==> src/rtl/bwr_pkg.sv <==
`default_nettype none
package bwr_pkg;

  localparam logic [2:0] CMD_WRITE    = 3'd0;
  localparam logic [2:0] CMD_SEEK     = 3'd1;
  localparam logic [2:0] CMD_SEEK_AL  = 3'd2;
  localparam logic [2:0] CMD_FIXED    = 3'd3;
  localparam logic [2:0] CMD_UNARY    = 3'd4;
  localparam logic [2:0] CMD_NEXT     = 3'd5;

  localparam logic [1:0] ST_OK    = 2'd0;
  localparam logic [1:0] ST_LEN   = 2'd1;
  localparam logic [1:0] ST_RANGE = 2'd2;

  // register index decoded from paddr[2]
  localparam logic CFG_WORDS_IN_USE = 1'b0;
  localparam logic [10:0] WORDS_IN_USE_RST = 11'd1024;

  typedef enum logic [2:0] {
    OP_WRITE,
    OP_SEEK,
    OP_SEEK_AL,
    OP_FIXED,
    OP_UNARY,
    OP_NEXT,
    OP_NONE
  } op_e;

  typedef struct packed {
    op_e         op;
    logic        len_err;
    logic [9:0]  addr;
    logic [63:0] data;
    logic [6:0]  len;
    logic [15:0] seek;
  } req_t;

endpackage
`default_nettype wire

==> src/rtl/bwr_front.sv <==
`default_nettype none
module bwr_front (
  input  wire logic         clk_i,
  input  wire logic         rst_ni,
  input  wire logic         in_valid_i,
  output logic              in_stall_o,
  input  wire logic [2:0]   cmd_i,
  input  wire logic [9:0]   word_address_i,
  input  wire logic [63:0]  word_data_i,
  input  wire logic [6:0]   field_length_i,
  input  wire logic [15:0]  seek_position_i,
  output logic              req_valid_o,
  output bwr_pkg::req_t     req_o,
  input  wire logic         pop_i
);
  import bwr_pkg::*;

  req_t       entry_q [2];
  req_t       new_req;
  logic       wr_ptr_q;
  logic       rd_ptr_q;
  logic [1:0] count_q;
  logic       push;

  // classify the command
  always_comb begin
    new_req.addr    = word_address_i;
    new_req.data    = word_data_i;
    new_req.len     = field_length_i;
    new_req.seek    = seek_position_i;
    new_req.len_err = field_length_i[6];
    unique case (cmd_i)
      CMD_WRITE:   new_req.op = OP_WRITE;
      CMD_SEEK:    new_req.op = OP_SEEK;
      CMD_SEEK_AL: new_req.op = OP_SEEK_AL;
      CMD_FIXED:   new_req.op = OP_FIXED;
      CMD_UNARY:   new_req.op = OP_UNARY;
      CMD_NEXT:    new_req.op = OP_NEXT;
      default:     new_req.op = OP_NONE;
    endcase
  end

  assign in_stall_o  = (count_q == 2'd2);
  assign push        = in_valid_i && !in_stall_o;
  assign req_valid_o = (count_q != 2'd0);
  assign req_o       = entry_q[rd_ptr_q];

  always_ff @(posedge clk_i) begin
    if (push) begin
      entry_q[wr_ptr_q] <= new_req;
    end
  end

  always_ff @(posedge clk_i or negedge rst_ni) begin
    if (!rst_ni) begin
      wr_ptr_q <= 1'b0;
      rd_ptr_q <= 1'b0;
      count_q  <= 2'd0;
    end else begin
      if (push) begin
        wr_ptr_q <= !wr_ptr_q;
      end
      if (pop_i) begin
        rd_ptr_q <= !rd_ptr_q;
      end
      if (push && !pop_i) begin
        count_q <= count_q + 2'd1;
      end else if (pop_i && !push) begin
        count_q <= count_q - 2'd1;
      end
    end
  end

endmodule
`default_nettype wire

==> config.mk <==
export PLATFORM = sky130hd
export DESIGN_NAME = bwr_front
export DESIGN_NICKNAME = d
export VERILOG_FILES = /design/src/rtl/bwr_pkg.sv /design/src/rtl/bwr_front.sv
export SDC_FILE = /design/constraint.sdc
export NUM_CORES = 1
export LEC_CHECK = 0
export CORE_MARGIN = 1
export CORE_UTILIZATION = 63
export DETAILED_ROUTE_END_ITERATION = 12
export DONT_BUFFER_PORTS = 1
export GPL_TIMING_DRIVEN = 0
export PLACE_DENSITY = 0.79
export SETUP_SLACK_MARGIN = 0.1
export SYNTH_ARGS = -nofsm -noshare
export SYNTH_HDL_FRONTEND = slang
export SYNTH_SLANG_ARGS = --single-unit
==> constraint.sdc <==
create_clock -name clk_i -period 6.5 [get_ports clk_i]
set_input_delay 0.325 -clock clk_i [delete_from_list [all_inputs] [get_ports clk_i]]
set_output_delay 0.325 -clock clk_i [all_outputs]
set_load 0.1 [all_outputs]
==> impl_metrics.toml, run 1 <==
[run_status]
outcome = "completed"

[setup_path]
crit_path_max_fanout = 10
path_cells = "buf_2, mux2_2, buf_4"
cpPeakStageDelay_ns = 0.64
worst_ep_arrival_time_ns = 2.11
r2r_slack_ns = 4.39
crit_slowest_cell = "mux2_2"
crit_required_ns = 6.17
path_class = "reg -> out"
start_kind = "register"
crit_path_end_kind = "primary output"

[routing]
drt_iter0_drc = 241
drtAntennaViolNets = 0
remaining_drc_errors = 0
vias_per_cell = 5.49
first_pass_iters = 5
wl_per_cell_um = 22.7
vias = 3525
wirelength_um = 14600

[final_layout]
regArea_mm2 = 0.00611
nets = 564
drive_gt1_frac = 0.311
multiInputGateArea_mm2 = 0.00157
areaGrowthSynthToFinish_pct = 24.8
fillers = 592
final_util = 0.812

[die]
die_w_um = 114
rows = 40
io_pins = 207
coreArea_mm2 = 0.0121
initial_core_util = 0.651
die_area_mm2 = 0.0130
fp.dieH_um = 114

[synth]
yosys.cell_count.top_type = "edfxtp_1"
yosysWarnings = 0
synthMuxAreaShare = 0.186
synth_xor_area_frac = 0.00555
synth_top_family_by_area = "multiplexers"
synth_area_mm2 = 0.00789
synth-edff-count = 200
synth-compound-area-share = 0.000952
synthAdderAreaFrac = 0.00159
synth_area_leader_cell = "edfxtp_1"
synth_cell_type_count = 19
synthFlopType = "edfxtp_1"
synthTopCellsByCount = "edfxtp_1, mux2_4, mux2_2, buf_12, dfrtp_1"
synth_area_leaders = "edfxtp_1, mux2_4, buf_12, mux2_2, dfrtp_1"
synthArstFlopShare = 0.0196
synth_simple_gate_area_share = 0.00381
synth_top_area_frac = 0.762
synth_nets = 439
ys_seq_area_frac = 0.774
avgSynthCellArea_um2 = 23.6
yosys_register_bits = 204
syn-instance-count = 334

[cts]
cts.clk_slew.worst_paths_ns = 0.06
cts_buffer_depth = 3
h-tree-depth = 1
cts_root_buf = "clkbuf_16"
cts_tree = "built"
numCtsBuffers = 20
postCtsSetupBuffers = 0
cts_sinks = 204
insertion_delay_ns = 0.47

[global_route]
grt_max_degree = 66
grt_overflow = 0
grt_pass1_wl_um = 20900
antenna_found_initial = 1
grt_usage = 0.219
grt_pass1_vias = 3768

[sta]
skew_ns = 0.00607
period_share = 0.375
rsz0062_at_grt = "false"
layout_min_cycle_time_ns = 2.44
hold_slack_ns = 0.0747
fin_setup_tns_ns = 0
max_freq_mhz = 411
finalMaxSlewViolations = 0
hold_violations = 0
tightest_slew_ns = 0.828
relSlewSlack = 0.448
setup_slack_ns = 4.06
setup_viol = 0

[placed_design]
dp_hpwl_um = 8010
place_congestion = 0.699
dp_worst_setup_slack_ns = 4.50
io_buffers = 0

[flow_run]
drv_cap = 0

[min_path]
hp-class = "in -> reg"
## cell usage in the layout (no fill, tap or decap), drive strengths merged
cell and n:
edfxtp 200, mux2 100, dlygate4sd3 99, clkbuf 32
buf 16, dfrtp 4, inv 3, xor2 3
clkinvlp 3, xnor2 2, nor2 2, clkinv 2
diode 1, nand2b 1, a21boi 1, or2 1
and3 1, nand2 1, ha 1, bufinv 1
## logic make-up after synthesis
logic type | Yosys count
AOI/OAI and AO/OA | 1
xor gates and xnor gates | 5
adders and majority gates | 1
buffers and inverters | 17
DFF | 204
muxes | 100
and+or+nand+nor | 6
## layer usage
metal | track usage | up-vias | share of wire
li1 | - | 1573 | -
met1 | 0.246 | 1744 | 0.35
met2 | 0.393 | 183 | 0.53
met3 | 0.0786 | 25 | 0.10
met4 | 0.0632 | 0 | 0.021
met5 | 0 | - | 0
## registers in the layout (all words and copies together), names as in the netlist
signal,count
count_q,2
entry_q,200
rd_ptr_q,1
wr_ptr_q,1
## worst max-delay path: cells and delay by family (launching register included)
family | cells | cell delay [ns]
buf+inv | 2 | 0.61
mux | 1 | 0.64
flops | 1 | 0.38
## path summary, 6_finish.rpt
kind	cells past startpoint	from	endpoint
setup reg to reg	5	count_q[0]	entry_q[0][9]
max in group asynchronous	1	rst_ni	rd_ptr_q
min in group asynchronous	1	rst_ni	count_q[1]
hold reg to reg	1	count_q[1]	count_q[1]
setup / recovery	3	rd_ptr_q	req_o[97]
hold / removal	1	cmd_i[2]	entry_q[0][100]
## final cells by class
cell class | count | area share
clock inverters | 6 | 0.00623
diodes | 1 | 0.000254
repair buffers | 103 | 0.110
flip-flops and latches | 204 | 0.621
inverters | 3 | 0.00114
plain buffers | 14 | 0.0215
multi-input cells | 113 | 0.160
well taps | 168 | 0.0214
clock buffers | 30 | 0.0589
## timing repair
action | in CTS | in global routing
hold buffers | 99 | 0
gates resized for setup | 0 | 0
hold endpoints to repair | 199 | 0
## metrics by stage
stage,cells,area (um2)
global route,642,9840
global placement,502,8100
finish,642,9840
CTS,641,9840
detailed placement,506,8200
floorplan,334,7890
Power of run 1 is left out: the tool's default activity adds up to more than one toggle a clock period on the data nets, which glitch-free logic cannot reach.
==> inputs of run 2 (changes only) <==
==> constraint.sdc (replaced) <==
create_clock -name clk_i -period 2.5 [get_ports clk_i]
set_input_delay 0.125 -clock clk_i [delete_from_list [all_inputs] [get_ports clk_i]]
set_output_delay 0.125 -clock clk_i [all_outputs]
set_load 0.1 [all_outputs]
==> run 2 against run 1 <==
Compared with the run above: core utilization grew 0.14 points; routed wire length up 4.7%; design area rose by 0.18%; via count grew 2.4%; critical path type unchanged; highest routed layer unchanged.
==> impl_metrics.toml, run 2 (synthesis results as in run 1) <==
[setup_path]
crit_required_ns = 2.38
crit_path_end_kind = "primary output"
crit_path_max_fanout = 10
path_class = "reg -> out"
worst_ep_arrival_time_ns = 2.12
start_kind = "register"

[global_route]
grt_pass1_vias = 3882
grt_max_degree = 54
antenna_found_initial = 0
grt_pass1_wl_um = 22400
grt_usage = 0.235
grt_overflow = 0

[final_layout]
final_cell_mix = "edfxtp_1, dlygate4sd3_1, mux2_4, clkbuf_16, clkbuf_1"
largest_registers = "entry_q (200), count_q (2)"
largest_register = "entry_q"
drive_gt1_frac = 0.305
final_common_cell = "edfxtp_1"
fillers = 608
areaGrowthSynthToFinish_pct = 25.0
nets = 570
largest_reg_flops = 200
fin_area_mm2 = 0.00986
antenna_cells = 0

[placed_design]
dp_hpwl_um = 7930
io_buffers = 0
post_dp_cell_area_mm2 = 0.00822
place_congestion = 0.664

[cts]
cts_buffer_depth = 3
numCtsBuffers = 21
cts_sinks = 204
cts.clk_slew.worst_paths_ns = 0.06
cts_tree = "built"
postCtsSetupBuffers = 0
h-tree-depth = 1
insertion_delay_ns = 0.48
cts_root_buf = "clkbuf_16"

[routing]
remaining_drc_errors = 0
vias = 3608
drtAntennaViolNets = 0
wirelength_um = 15300
vias_per_cell = 5.58
drt_iter0_drc = 223
first_pass_iters = 4
wl_per_cell_um = 23.6

[sta]
setup_viol = 0
hold_slack_ns = 0.254
skew_ns = 0.0141
period_share = 0.897
max_freq_mhz = 446
tightest_slew_ns = 0.841
relSlewSlack = 0.439
hold_violations = 0
rsz0062_at_grt = "false"
finalMaxSlewViolations = 0
fin_setup_tns_ns = 0
layout_min_cycle_time_ns = 2.24

[run_status]
outcome = "completed"

[die]
die_w_um = 114
die_area_mm2 = 0.0130
io_pins = 207
fp.dieH_um = 114
coreArea_mm2 = 0.0121
initial_core_util = 0.651
rows = 40

[min_path]
hp-class = "in -> reg"

[flow_run]
drv_cap = 0
[run 2: layout make-up]
cell class | instances | area [um2] | share of cell area
Buffer | 14 | 211 | 0.0215
Clock buffer | 31 | 563 | 0.0571
Clock inverter | 6 | 32.5 | 0.00330
Inverter | 3 | 11.3 | 0.00114
Multi-Input combinational cell | 113 | 1590 | 0.161
Sequential cell | 204 | 6110 | 0.620
Tap cell | 168 | 210 | 0.0213
Timing Repair Buffer | 108 | 1140 | 0.115
[run 2: worst max-delay path, stage by stage, from the launching register on]
cell and delay [ns]:
dfrtp_1 0.39, buf_2 0.21, mux2_2 0.63, buf_4 0.40
[run 2: stage by stage]
| stage | worst slack, ns | util | instances |
|---|---|---|---|
| after floorplan | 0.00209 | - | 334 |
| after global placement | -0.664 | 0.670 | 502 |
| after detailed placement | 0.546 | 0.679 | 506 |
| after CTS | 0.278 | 0.814 | 647 |
| after global routing | 0.211 | 0.814 | 647 |
| final | 0.258 | 0.814 | 647 |
[run 2: metal layers]
metal	vias to the layer above	wire, um	track usage
met5	-	0	0
met4	0	309	0.0632
met3	29	1330	0.0685
met2	188	7980	0.418
met1	1802	5640	0.282
li1	1589	-	-
[run 2: worst paths after layout]
check	endpoint	from	slack, ns	cells after the start
max in group asynchronous	count_q[1]	rst_ni	1.82	2
hold reg to reg	count_q[1]	count_q[1]	0.58	1
setup / recovery	req_o[97]	rd_ptr_q	0.26	3
hold / removal	entry_q[1][30]	in_valid_i	0.25	1
min in group asynchronous	count_q[0]	rst_ni	0.48	2
setup reg to reg	entry_q[1][82]	count_q[0]	0.47	3
[run 2: repair_timing]
item                                   4_1_cts  5_1_grt
gates resized for setup                      0        0
hold buffers                               104        0
endpoints found under the hold margin      207        0
Power of run 2 is left out for the same reason.
